$ cat src/sv/dlr_pkg.sv
// DDA line rasterizer: shared types and codes.
// Used by dlr_ctrl, dlr_dpath and dda_line_rasterizer_core. No dependencies.
`timescale 1ns / 1ps

package dlr_pkg;

  // op field of an input transaction
  localparam logic OP_START   = 1'b0;
  localparam logic OP_ADVANCE = 1'b1;

  // controller -> datapath
  typedef struct packed {
    logic load_line;  // start transaction accepted
    logic advance;    // advance transaction accepted on an active line
    logic div_step;   // one iteration of the increment dividers
    logic emit;       // load the output register from the position
  } dlr_cmd_t;

  // datapath -> controller
  typedef struct packed {
    logic start_zero; // endpoints on the input port are equal
    logic div_last;   // current divider iteration is the final one
    logic line_last;  // pixel now in the position register ends the line
  } dlr_status_t;

endpackage

$ cat src/sv/dlr_div.sv
// Radix-2 restoring divider for one axis increment, one quotient bit a cycle.
// Forms round(mag * 2^FRAC_BITS / divisor); quotient ready after FRAC_BITS+1 steps.
// No package dependency.
`timescale 1ns / 1ps

module dlr_div #(
  parameter int unsigned COORD_BITS = 11,
  parameter int unsigned FRAC_BITS  = 20
) (
  input  logic                  clk_i,
  input  logic                  load_i,
  input  logic                  step_i,
  input  logic [COORD_BITS-1:0] mag_i,
  input  logic [COORD_BITS-1:0] divisor_i,
  output logic [FRAC_BITS:0]    quot_o
);

  localparam int unsigned NumW = COORD_BITS + FRAC_BITS + 1;

  logic [COORD_BITS-1:0] div_q;
  logic [COORD_BITS-1:0] rem_q, rem_d;
  logic [FRAC_BITS:0]    lo_q, lo_d;   // low dividend bits, quotient shifts in behind
  logic [NumW-1:0]       num;
  logic [COORD_BITS:0]   trial;
  logic [COORD_BITS:0]   diff;
  logic                  ge;

  // dividend with the rounding term: (mag << F) + divisor / 2
  assign num = {1'b0, mag_i, {FRAC_BITS{1'b0}}}
             + {{(FRAC_BITS + 2){1'b0}}, divisor_i[COORD_BITS-1:1]};

  assign trial = {rem_q, lo_q[FRAC_BITS]};
  assign diff  = trial - {1'b0, div_q};
  assign ge    = (trial >= {1'b0, div_q});

  always_comb begin
    rem_d = ge ? diff[COORD_BITS-1:0] : trial[COORD_BITS-1:0];
    lo_d  = {lo_q[FRAC_BITS-1:0], ge};
  end

  // quotient is at most 2^F, so the top COORD_BITS dividend bits are below the divisor
  always_ff @(posedge clk_i) begin
    if (load_i) begin
      div_q <= divisor_i;
      rem_q <= num[NumW-1:FRAC_BITS+1];
      lo_q  <= num[FRAC_BITS:0];
    end else if (step_i) begin
      rem_q <= rem_d;
      lo_q  <= lo_d;
    end
  end

  assign quot_o = lo_q;

endmodule

$ cat src/sv/dlr_dpath.sv
// DDA line rasterizer datapath: delta/step setup, increment dividers, position
// accumulators, step counter and output register. Uses dlr_pkg and dlr_div.
`timescale 1ns / 1ps

module dlr_dpath #(
  parameter int unsigned COORD_BITS = 11,
  parameter int unsigned FRAC_BITS  = 20
) (
  input  logic                         clk_i,
  input  logic                         rst_ni,
  input  dlr_pkg::dlr_cmd_t            cmd_i,
  output dlr_pkg::dlr_status_t         status_o,
  input  logic signed [COORD_BITS-1:0] start_x_i,
  input  logic signed [COORD_BITS-1:0] start_y_i,
  input  logic signed [COORD_BITS-1:0] end_x_i,
  input  logic signed [COORD_BITS-1:0] end_y_i,
  output logic signed [COORD_BITS-1:0] pixel_x_o,
  output logic signed [COORD_BITS-1:0] pixel_y_o,
  output logic                         last_pixel_o
);

  localparam int unsigned PosW = COORD_BITS + FRAC_BITS;
  localparam int unsigned IncW = FRAC_BITS + 2;
  localparam int unsigned CntW = $clog2(FRAC_BITS + 2);
  localparam logic [CntW-1:0] CntLast = CntW'(FRAC_BITS);
  localparam logic [CntW-1:0] CntDone = CntW'(FRAC_BITS + 1);
  localparam logic [COORD_BITS-1:0] StepOne = COORD_BITS'(1);

  logic [PosW-1:0]       pos_x_q, pos_y_q;
  logic [IncW-1:0]       inc_x_q, inc_y_q;
  logic [COORD_BITS-1:0] steps_left_q;
  logic                  last_q;
  logic                  neg_x_q, neg_y_q;
  logic [CntW-1:0]       cnt_q;
  logic [COORD_BITS-1:0] pix_x_q, pix_y_q;
  logic                  pix_last_q;

  logic [COORD_BITS:0]   dx, dy;
  logic [COORD_BITS-1:0] mag_x, mag_y, steps;
  logic [FRAC_BITS:0]    quot_x, quot_y;
  logic                  div_last;

  function automatic logic [COORD_BITS-1:0] to_pixel(input logic [PosW-1:0] p);
    logic [PosW-1:0]       mag;
    logic [COORD_BITS-1:0] t;
    mag = p[PosW-1] ? (~p + PosW'(1)) : p;
    t   = mag[PosW-1:FRAC_BITS];
    return p[PosW-1] ? (~t + COORD_BITS'(1)) : t;
  endfunction

  function automatic logic [IncW-1:0] signed_inc(input logic neg,
                                                 input logic [FRAC_BITS:0] q);
    logic [IncW-1:0] qe;
    qe = {1'b0, q};
    return neg ? (~qe + IncW'(1)) : qe;
  endfunction

  function automatic logic [PosW-1:0] sext_inc(input logic [IncW-1:0] inc);
    return {{(PosW - IncW){inc[IncW-1]}}, inc};
  endfunction

  assign dx    = {end_x_i[COORD_BITS-1], end_x_i} - {start_x_i[COORD_BITS-1], start_x_i};
  assign dy    = {end_y_i[COORD_BITS-1], end_y_i} - {start_y_i[COORD_BITS-1], start_y_i};
  assign mag_x = dx[COORD_BITS] ? COORD_BITS'(~dx + 1'b1) : dx[COORD_BITS-1:0];
  assign mag_y = dy[COORD_BITS] ? COORD_BITS'(~dy + 1'b1) : dy[COORD_BITS-1:0];
  assign steps = (mag_x > mag_y) ? mag_x : mag_y;

  assign div_last = (cnt_q == CntLast);

  dlr_div #(
    .COORD_BITS(COORD_BITS),
    .FRAC_BITS (FRAC_BITS)
  ) u_div_x (
    .clk_i    (clk_i),
    .load_i   (cmd_i.load_line),
    .step_i   (cmd_i.div_step),
    .mag_i    (mag_x),
    .divisor_i(steps),
    .quot_o   (quot_x)
  );

  dlr_div #(
    .COORD_BITS(COORD_BITS),
    .FRAC_BITS (FRAC_BITS)
  ) u_div_y (
    .clk_i    (clk_i),
    .load_i   (cmd_i.load_line),
    .step_i   (cmd_i.div_step),
    .mag_i    (mag_y),
    .divisor_i(steps),
    .quot_o   (quot_y)
  );

  // line state
  always_ff @(posedge clk_i or negedge rst_ni) begin
    if (!rst_ni) begin
      pos_x_q      <= '0;
      pos_y_q      <= '0;
      inc_x_q      <= '0;
      inc_y_q      <= '0;
      steps_left_q <= '0;
      last_q       <= 1'b0;
      neg_x_q      <= 1'b0;
      neg_y_q      <= 1'b0;
      cnt_q        <= '0;
    end else begin
      if (cmd_i.load_line) begin
        pos_x_q      <= {start_x_i, {FRAC_BITS{1'b0}}};
        pos_y_q      <= {start_y_i, {FRAC_BITS{1'b0}}};
        steps_left_q <= steps;
        last_q       <= (steps == '0);
        neg_x_q      <= dx[COORD_BITS];
        neg_y_q      <= dy[COORD_BITS];
        cnt_q        <= '0;
      end else if (cmd_i.advance) begin
        pos_x_q      <= pos_x_q + sext_inc(inc_x_q);
        pos_y_q      <= pos_y_q + sext_inc(inc_y_q);
        steps_left_q <= steps_left_q - StepOne;
        last_q       <= (steps_left_q == StepOne);
      end else if (cmd_i.div_step) begin
        cnt_q <= cnt_q + CntW'(1);
      end
      // dividers finish their quotient at the last div_step edge; capture it at the next emit
      if (cmd_i.emit && !last_q && (cnt_q == CntDone)) begin
        inc_x_q <= signed_inc(neg_x_q, quot_x);
        inc_y_q <= signed_inc(neg_y_q, quot_y);
        cnt_q   <= '0;
      end
    end
  end

  // output register
  always_ff @(posedge clk_i) begin
    if (cmd_i.emit) begin
      pix_x_q    <= to_pixel(pos_x_q);
      pix_y_q    <= to_pixel(pos_y_q);
      pix_last_q <= last_q;
    end
  end

  assign status_o.start_zero = (steps == '0);
  assign status_o.div_last   = div_last;
  assign status_o.line_last  = last_q;

  assign pixel_x_o    = pix_x_q;
  assign pixel_y_o    = pix_y_q;
  assign last_pixel_o = pix_last_q;

endmodule

$ cat src/sv/dlr_ctrl.sv
// DDA line rasterizer controller: input/output handshakes and line sequencing.
// Drives dlr_pkg::dlr_cmd_t to the datapath, reads dlr_pkg::dlr_status_t.
`timescale 1ns / 1ps

module dlr_ctrl (
  input  logic                 clk_i,
  input  logic                 rst_ni,
  input  logic                 in_valid_i,
  output logic                 in_stall_o,
  input  logic                 op_i,
  output logic                 out_valid_o,
  input  logic                 out_stall_i,
  output dlr_pkg::dlr_cmd_t    cmd_o,
  input  dlr_pkg::dlr_status_t status_i
);

  localparam logic [1:0] S_IDLE   = 2'd0;  // no line
  localparam logic [1:0] S_ACTIVE = 2'd1;  // line open, waiting for advance
  localparam logic [1:0] S_DIV    = 2'd2;  // computing increments
  localparam logic [1:0] S_EMIT   = 2'd3;  // pixel waits for the output register

  logic [1:0] state_q, state_d;
  logic       out_valid_q, out_valid_d;
  logic       accept;
  logic       out_free;

  assign in_stall_o = !((state_q == S_IDLE) || (state_q == S_ACTIVE));
  assign accept     = in_valid_i && !in_stall_o;
  assign out_free   = !out_valid_q || !out_stall_i;

  always_comb begin
    cmd_o.load_line = accept && (op_i == dlr_pkg::OP_START);
    cmd_o.advance   = accept && (op_i == dlr_pkg::OP_ADVANCE) && (state_q == S_ACTIVE);
    cmd_o.div_step  = (state_q == S_DIV);
    cmd_o.emit      = (state_q == S_EMIT) && out_free;
  end

  always_comb begin
    state_d = state_q;
    unique case (state_q)
      S_IDLE, S_ACTIVE: begin
        if (cmd_o.load_line) begin
          state_d = status_i.start_zero ? S_EMIT : S_DIV;
        end else if (cmd_o.advance) begin
          state_d = S_EMIT;
        end
      end
      S_DIV: begin
        if (status_i.div_last) begin
          state_d = S_EMIT;
        end
      end
      S_EMIT: begin
        if (cmd_o.emit) begin
          state_d = status_i.line_last ? S_IDLE : S_ACTIVE;
        end
      end
      default: state_d = S_IDLE;
    endcase
  end

  always_comb begin
    out_valid_d = out_valid_q;
    if (cmd_o.emit) begin
      out_valid_d = 1'b1;
    end else if (!out_stall_i) begin
      out_valid_d = 1'b0;
    end
  end

  always_ff @(posedge clk_i or negedge rst_ni) begin
    if (!rst_ni) begin
      state_q     <= S_IDLE;
      out_valid_q <= 1'b0;
    end else begin
      state_q     <= state_d;
      out_valid_q <= out_valid_d;
    end
  end

  assign out_valid_o = out_valid_q;

endmodule

$ cat src/sv/dda_line_rasterizer_core.sv
// DDA line rasterizer, top level. Start transaction: the bit-serial increment
// dividers run, then the pixel goes to the output register (a zero-length line skips
// the dividers). Advance: add the increments to the position, then convert it into
// the output register. No new transaction is taken until the pixel is registered.
// Reset (async, active low) leaves no line open and no pixel pending.
`timescale 1ns / 1ps

module dda_line_rasterizer_core #(
  parameter int unsigned COORD_BITS = 11,
  parameter int unsigned FRAC_BITS  = 20
) (
  input  logic                         clk_i,
  input  logic                         rst_ni,
  input  logic                         in_valid_i,
  output logic                         in_stall_o,
  input  logic                         op_i,
  input  logic signed [COORD_BITS-1:0] start_x_i,
  input  logic signed [COORD_BITS-1:0] start_y_i,
  input  logic signed [COORD_BITS-1:0] end_x_i,
  input  logic signed [COORD_BITS-1:0] end_y_i,
  output logic                         out_valid_o,
  input  logic                         out_stall_i,
  output logic signed [COORD_BITS-1:0] pixel_x_o,
  output logic signed [COORD_BITS-1:0] pixel_y_o,
  output logic                         last_pixel_o
);

  dlr_pkg::dlr_cmd_t    cmd;
  dlr_pkg::dlr_status_t status;

  dlr_ctrl u_ctrl (
    .clk_i      (clk_i),
    .rst_ni     (rst_ni),
    .in_valid_i (in_valid_i),
    .in_stall_o (in_stall_o),
    .op_i       (op_i),
    .out_valid_o(out_valid_o),
    .out_stall_i(out_stall_i),
    .cmd_o      (cmd),
    .status_i   (status)
  );

  dlr_dpath #(
    .COORD_BITS(COORD_BITS),
    .FRAC_BITS (FRAC_BITS)
  ) u_dpath (
    .clk_i       (clk_i),
    .rst_ni      (rst_ni),
    .cmd_i       (cmd),
    .status_o    (status),
    .start_x_i   (start_x_i),
    .start_y_i   (start_y_i),
    .end_x_i     (end_x_i),
    .end_y_i     (end_y_i),
    .pixel_x_o   (pixel_x_o),
    .pixel_y_o   (pixel_y_o),
    .last_pixel_o(last_pixel_o)
  );

endmodule

$ cat config.mk
export PLATFORM = sky130hd
export DESIGN_NAME = dda_line_rasterizer_core
export DESIGN_NICKNAME = d
export VERILOG_FILES = /design/src/sv/dlr_pkg.sv /design/src/sv/dlr_div.sv /design/src/sv/dlr_dpath.sv /design/src/sv/dlr_ctrl.sv /design/src/sv/dda_line_rasterizer_core.sv
export SDC_FILE = /design/constraint.sdc
export NUM_CORES = 1
export LEC_CHECK = 0
export CORE_MARGIN = 2
export CORE_UTILIZATION = 37
export DETAILED_ROUTE_END_ITERATION = 10
export DONT_BUFFER_PORTS = 1
export GPL_TIMING_DRIVEN = 0
export PLACE_DENSITY = 0.59
export SLEW_MARGIN = 10
export SYNTH_ARGS = -nofsm -noshare
export SYNTH_HDL_FRONTEND = slang
export SYNTH_SLANG_ARGS = --single-unit
$ cat constraint.sdc
create_clock -name clk_i -period 5.65 [get_ports clk_i]
set_input_delay 0.565 -clock clk_i [delete_from_list [all_inputs] [get_ports clk_i]]
set_output_delay 0.565 -clock clk_i [all_outputs]
set_load 0.005 [all_outputs]
==> results of run 1 <==
flip-flops by register name, summed over array words and instances, names as in the netlist, 21 cells and up:
| name | flops |
|---|---|
| u_dpath.inc_x_q | 22 |
| u_dpath.inc_y_q | 22 |
| u_dpath.pos_x_q | 31 |
| u_dpath.pos_y_q | 31 |
| u_dpath.u_div_x.quot_o | 21 |
| u_dpath.u_div_y.quot_o | 21 |
worst reg2reg max path, cell delays in order, from the launching register on:
cell and delay [ns]:
edfxtp_1 0.37, inv_1 0.19, ha_1 0.23, fa_1 0.21
nor2b_1 0.05, o21ai_0 0.22, a21boi_0 0.17, o21ai_0 0.29
a21oi_1 0.14, o21ai_0 0.32, a21oi_1 0.17, nor2_1 0.24
buf_1 0.62, mux2i_1 0.31, a21oi_1 0.11
layout make-up:
type / instances / area (um2) / area share [%]
Antenna cell: 1 / 2.50 / 0.0136
Sequential cell: 226 / 6150 / 33.5
Timing Repair Buffer: 6 / 105 / 0.573
Tap cell: 592 / 741 / 4.04
Buffer: 61 / 245 / 1.34
Clock inverter: 19 / 169 / 0.920
Multi-Input combinational cell: 1417 / 9780 / 53.3
Clock buffer: 31 / 754 / 4.11
Inverter: 109 / 409 / 2.23
cell usage after synthesis (7+ instances only):
master and n:
a21o_1 49, nor2b_1 31, a31oi_1 16, a221oi_1 7
ha_1 126, clkbuf_1 50, nor3_1 29, nand3_1 41
o311ai_0 7, a22oi_1 18, nor3b_1 8, buf_2 9
and3_1 14, nand4_1 14, o21ai_0 174, and2_1 26
or4_1 12, o2111ai_1 7, nor2_1 100, nand2_1 206
o31ai_1 19, xor2_1 78, or3_1 18, a21boi_0 8
a21oi_1 90, o41ai_1 10, nand2b_1 30, edfxtp_1 98
o21bai_1 12, mux2i_1 42, xnor2_1 70, nor4_1 15
dfrtp_1 128, a211oi_1 18, o21a_1 18, o211ai_1 10
inv_1 108
cells by family after synthesis:
| logic type | count (synthesis) |
|---|---|
| flops | 226 |
| simple gates | 568 |
| compound gates | 521 |
| xor+xnor | 148 |
| mux | 48 |
| buf+inv | 170 |
| fa+ha+maj | 132 |
metrics by stage:
| stage | instance area (um2) | hold WS [ns] | instances | setup TNS, ns |
|---|---|---|---|---|
| after floorplan | 16500 | 0.269 | 1813 | 0 |
| after global placement | 17200 | 0.284 | 2405 | -8.99 |
| after detailed placement | 17300 | 0.284 | 2407 | -11.29 |
| after CTS | 18300 | 0.0154 | 2459 | 0 |
| after global routing | 18400 | 0.0173 | 2462 | 0 |
| final | 18400 | -0.0728 | 2462 | 0 |
metal layers:
layer  GRT usage [%]  part of all wire (%)  up-vias
met5               0                     0        -
met4            6.87                   3.2        0
met3            1.85                   3.4       78
met2            32.7                    48      261
met1            26.0                    45     6580
li1                -                     -     6715
worst paths after layout:
path / cells after the start / startpoint / slack (ns) / end
min: 1 / rst_ni / -0.07 / u_dpath.pos_y_q[15]$_DFFE_PN0P_
max: 19 / end_x_i[0] / 0.40 / u_dpath.u_div_x.quot_o[9]$_DFFE_PP_
max reg2reg: 14 / u_dpath.u_div_x.quot_o[20]$_DFFE_PP_ / 1.73 / u_dpath.u_div_x.rem_q[6]$_DFFE_PP_
max in group asynchronous: 1 / rst_ni / 5.07 / u_dpath.neg_x_q$_DFFE_PN0P_
min reg2reg: 2 / u_dpath.inc_x_q[19]$_DFFE_PN0P_ / 0.49 / u_dpath.inc_x_q[19]$_DFFE_PN0P_
min in group clk_i: 1 / start_y_i[5] / 0.15 / u_dpath.pos_y_q[25]$_DFFE_PN0P_
what timing repair did:
action                                  4_1_cts  5_1_grt
setup buffers                                 1        2
endpoints found under the setup margin        4        7
pin swaps                                     1        4
hold buffers                                  1        0
cloned                                        0        0
resized for setup                             3       15
hold endpoints to repair                    128        0
where the power goes:
group / switching (uW) / internal [uW] / leakage, uW
combinational: 2340 / 1600 / 0.00485
clock: 751 / 1060 / 0.000453
sequential: 525 / 2460 / 0.00265
==> flow_summary.ini, run 1 <==
[power]
ir_worst_vdd_mv = 0.374
power_uw = 8740
powerDensity_nw_per_um2 = 476
p_leak_uw = 0.00795

[cells_and_area]
drive_gt1_share_pct = 5.35
n_fill_cell = 4442
fin_util_pct = 41.6
syn_to_final_growth_pct = 11.4
final_common_cell = nand2_1
final_cell_mix = 206 x nand2_1, 174 x o21ai_0, 128 x dfrtp_1, 126 x ha_1, 108 x inv_1
nets = 2029

[global_route]
grtUsageTotal_pct = 19.4
gr-total-overflow = 0
grt_pass1_vias = 13100
grt_max_degree = 129
grt_pass1_wl_um = 72300
antenna_found_initial = 1

[sta]
fin_ws_ns = 0.399
worst_pin_slew_ns = 0.998
slew_headroom_pct = 33.5
worst_hold_slack_ns = -0.0728
grt_setup_unrepaired = false
final-setup-viol-count = 0
hold_violations = 30
period_needed_ns = 5.25
clock.fmax_ghz = 0.190
drv_slew = 0
clock_skew_ns = 0.0141
min_period_over_period_pct = 92.9

[worst_setup_path]
cp_max_fo = 6
cp.required_ns = 6.07
endpoint_kind = flip-flop
slowest_stage = a211oi_1
cp_common_cell = inv_1
path_delay_family = compound AO/OA/AOI/OAI gates
crit_path_start_kind = input port
cp.arrival_ns = 5.67
crit_buf_inv = 3
slowest_delay_ns = 0.80
crit_chain = inv_1 > ha_1 > inv_1 > fa_1 > xnor2_2 > a31o_2 > o31ai_1 > a211oi_2 > nor2_1 > xor2_1 > inv_1 > ha_1 > a211oi_1 > a21oi_1 > o21ai_0 > nor2_1 > a311o_1 > a211oi_1 > a21o_1
worstSetupPathType = input port to flip-flop

[detailed_routing]
dr.pass1.iters = 5
drt_iter0_markers = 958
dr_total_vias = 13600
antenna_violating_nets_post_route = 0
avgRoutedWirePerCell_um = 18.6
routed_via_density = 5.54
drc = 0
routed_wl_um = 45700

[floorplan]
initial_utilization_pct = 37.3
dieArea_um2 = 46200
num_rows = 77
core_um2 = 44100
die-width_um = 215
die_h_um = 215
ios = 74

[logic_synthesis]
synthAdderAreaFrac_pct = 10.3
syn_area_um2 = 16500
synthXorXnorAreaFrac_pct = 7.87
synth_top_cell_by_area = dfrtp_1
yosysTopAreaCellShare_pct = 19.4
synth_compound_area_share_pct = 20.7
ys_seq_elements = 226
synth_top_family_by_area = compound AO/OA/AOI/OAI gates
ys_types = 79
ys_warn_count = 0
synth-simple-area-share_pct = 16.9
synth_area_leaders = dfrtp_1 19%, edfxtp_1 18%, ha_1 9.6%
synthMuxAreaShare_pct = 2.96
synthesis.nets = 1994
postSynthAreaPerCell_um2 = 9.09
ys_seq_area_share_pct = 37.3
ys.flop_type = dfrtp_1
synth_edf_count = 98
synth-async-reset-ratio_pct = 56.6
synth_cells = 1813

[clocking]
cts_root_buffer = clkbuf_16
max-clock-path-buffers = 3
clk_pin_slew_ns = 0.06
clk_latency_ns = 0.56
clock_sink_count = 226
cts_buffers = 27
cts_htree_levels = 1
cts_tree = built

[flow_run]
drv_cap = 0

[status]
failed_checks = negative hold slack
outcome = complete, but fails checks

[placement]
numPortBuffers = 0
place_ws_ns = -1.07
place_hpwl_um = 34600
gp_congestion = 0.873

[min_path]
hold_path_class = input port to asynchronous set/reset pin
No activity file was read; power rests on OpenSTA's default activity.
==> run 2: changes to the inputs <==
--- a/config.mk
+++ b/config.mk
@@ -6,11 +6,10 @@
 export NUM_CORES = 1
 export LEC_CHECK = 0
 export CORE_MARGIN = 2
-export CORE_UTILIZATION = 37
+export CORE_UTILIZATION = 70
 export DETAILED_ROUTE_END_ITERATION = 10
 export DONT_BUFFER_PORTS = 1
-export GPL_TIMING_DRIVEN = 0
-export PLACE_DENSITY = 0.59
+export PLACE_DENSITY = 0.94
 export SLEW_MARGIN = 10
 export SYNTH_ARGS = -nofsm -noshare
 export SYNTH_HDL_FRONTEND = slang
==> run 2 against run 1 <==
Compared with the run above: the run now ends clean; critical path depth rose by 1; total power rose by 0.79%; clock skew fell by 0.0028 ns; register-to-register slack got worse by 0.09 ns; worst hold slack improved by 0.076 ns; worst setup slack improved by 0.060 ns; non-clock buffer count fell by 39; clock-buffer cell count rose by 4; maximum frequency rose by 1.2%; cell count fell by 13%; first-iteration DRC count rose by 54%; final area fell by 3.1%; critical path type unchanged; critical endpoint is now u_dpath.last_q$_DFFE_PN0P_; largest cell class unchanged; highest routed layer is now met5.
==> flow_summary.ini, run 2 (synthesis results as in run 1) <==
[status]
outcome = complete, no violations

[floorplan]
ios = 74
num_rows = 56
initial_utilization_pct = 70.8
die_h_um = 157
die-width_um = 157
dieArea_um2 = 24800
core_um2 = 23300

[cells_and_area]
final_cell_mix = 206 x nand2_1, 174 x o21ai_0, 128 x dfrtp_1, 126 x ha_1, 108 x inv_1
n_antenna_cell = 0
nets = 1990
syn_to_final_growth_pct = 7.95
final_common_cell = nand2_1
drive_gt1_share_pct = 5.36
top_regs = u_dpath.pos_x_q x31, u_dpath.pos_y_q x31

[worst_setup_path]
crit_path_start_kind = input port
cp.required_ns = 6.10
crit_buf_inv = 3
cp.arrival_ns = 5.64
cp_max_fo = 15
crit_chain = inv_1 > ha_1 > inv_1 > fa_1 > a211oi_1 > o21bai_1 > xnor2_1 > a211oi_1 > nand3_1 > o21ai_1 > a21boi_0 > xnor2_1 > ha_1 > a211o_1 > o211ai_1 > buf_12 > mux2i_1 > or2_2 > or4_1 > a211oi_1
slowest_stage = or4_1
endpoint_kind = flip-flop
path_delay_family = compound AO/OA/AOI/OAI gates
cp_common_cell = a211oi_1
worstSetupPathType = input port to flip-flop
slowest_delay_ns = 0.52

[clocking]
clk_latency_ns = 0.55
cts_buffers = 27
cts_tree = built
clock_sink_count = 226
cts_htree_levels = 1
max-clock-path-buffers = 3
cts_root_buffer = clkbuf_16
clk_pin_slew_ns = 0.06
post_cts_buffers = 0

[power]
powerDensity_nw_per_um2 = 495
p_leak_uw = 0.00789
ir_worst_vdd_mv = 0.392
power_uw = 8810

[flow_run]
drv_cap = 0

[detailed_routing]
routed_wl_um = 43800
routed_via_density = 6.79
wl_met3_um = 3440
avgRoutedWirePerCell_um = 20.4
drt_iter0_markers = 1475
drc = 0
dr.pass1.iters = 6
dr_total_vias = 14600
routed.top_layer = met5
m1WireLength_um = 17000
dr_wl_met2_um = 21400
antenna_violating_nets_post_route = 0

[sta]
clock.fmax_ghz = 0.193
drv_slew = 0
slew_headroom_pct = 20.9
hold_violations = 0
period_needed_ns = 5.19
worst_pin_slew_ns = 1.18
min_period_over_period_pct = 91.9
final-setup-viol-count = 0
tns_ns = 0
clock_skew_ns = 0.0113
grt_setup_unrepaired = false

[global_route]
gr-total-overflow = 0
antenna_found_initial = 1
grt_pass1_wl_um = 71000
grt_max_degree = 129
grt_pass1_vias = 14400
grtUsageTotal_pct = 35.7

[placement]
numPortBuffers = 0
place_hpwl_um = 29500
gp_congestion = 0.908

[min_path]
hold_path_class = input port to asynchronous set/reset pin
-- run 2: cell types whose count changed in the layout (fill, tap and decap cells not counted), moves of 3 or more --
| cell | previous run | this run |
|---|---|---|
| a211oi_1 | 15 | 18 |
| buf_2 | 9 | 0 |
| clkinv_2 | 6 | 1 |
| clkinvlp_4 | 2 | 5 |
| clkbuf_1 | 49 | 5 |
| buf_4 | 4 | 26 |
| a211oi_2 | 3 | 0 |
-- run 2: power by group --
part / internal (uW) / switching (uW)
combinational: 1600 / 2350
sequential: 2470 / 617
clock: 1030 / 735
total: 5100 / 3710
-- run 2: worst register-to-register path, stage by stage, from the launching register on --
cell	delay, ns
edfxtp_1	0.38
inv_1	0.14
ha_1	0.20
fa_1	0.23
nor2b_1	0.08
o21ai_0	0.26
a21boi_0	0.18
o21ai_0	0.27
a21oi_1	0.14
o21ai_0	0.33
a21oi_1	0.21
nor2_1	0.88
mux2i_1	0.18
mux2_2	0.30
-- run 2: cell type report --
| class | instances | area (um2) |
|---|---|---|
| clock buffer | 35 | 747 |
| multi-input combinational | 1417 | 9700 |
| timing repair buffer | 28 | 243 |
| inverter | 109 | 409 |
| fill | 1468 | 5480 |
| tap | 319 | 399 |
| sequential | 226 | 6150 |
| clock inverter | 14 | 143 |
-- run 2: path summary, 6_finish.rpt --
path | startpoint | endpoint | slack [ns] | cells after the start
min | rst_ni | u_dpath.pos_x_q[14]$_DFFE_PN0P_ | 0.003 | 1
max reg2reg | u_dpath.u_div_y.quot_o[20]$_DFFE_PP_ | u_dpath.u_div_y.rem_q[1]$_DFFE_PP_ | 1.64 | 13
max | end_x_i[0] | u_dpath.last_q$_DFFE_PN0P_ | 0.46 | 20
min reg2reg | u_dpath.inc_y_q[9]$_DFFE_PN0P_ | u_dpath.inc_y_q[9]$_DFFE_PN0P_ | 0.50 | 2
min in group clk_i | start_y_i[5] | u_dpath.pos_y_q[25]$_DFFE_PN0P_ | 0.18 | 1
max in group asynchronous | rst_ni | u_dpath.pos_y_q[24]$_DFFE_PN0P_ | 5.18 | 1
-- run 2: routing by layer --
metal	vias to the layer above	track usage [%]
met1	7021	45.2
met3	186	5.23
met2	791	60.8
met4	2	16.4
met5	-	0
li1	6594	-
-- run 2: repair_timing --
item                      in CTS  in global routing
hold endpoints to repair     128                  0
hold buffers                   1                  0
gates resized for setup        0                  0
-- run 2: per-stage QoR --
stage	util, %	hold WS, ns	area (um2)	cells	worst slack (ns)
final	76.4	0.00314	17800	2148	0.459
after global routing	76.4	0.0502	17800	2148	0.139
after CTS	76.4	0.0257	17800	2148	0.545
after detailed placement	72.5	0.274	16900	2098	0.0685
after global placement	72.5	0.274	16900	2098	0.255
after floorplan	-	0.269	16500	1813	0.165
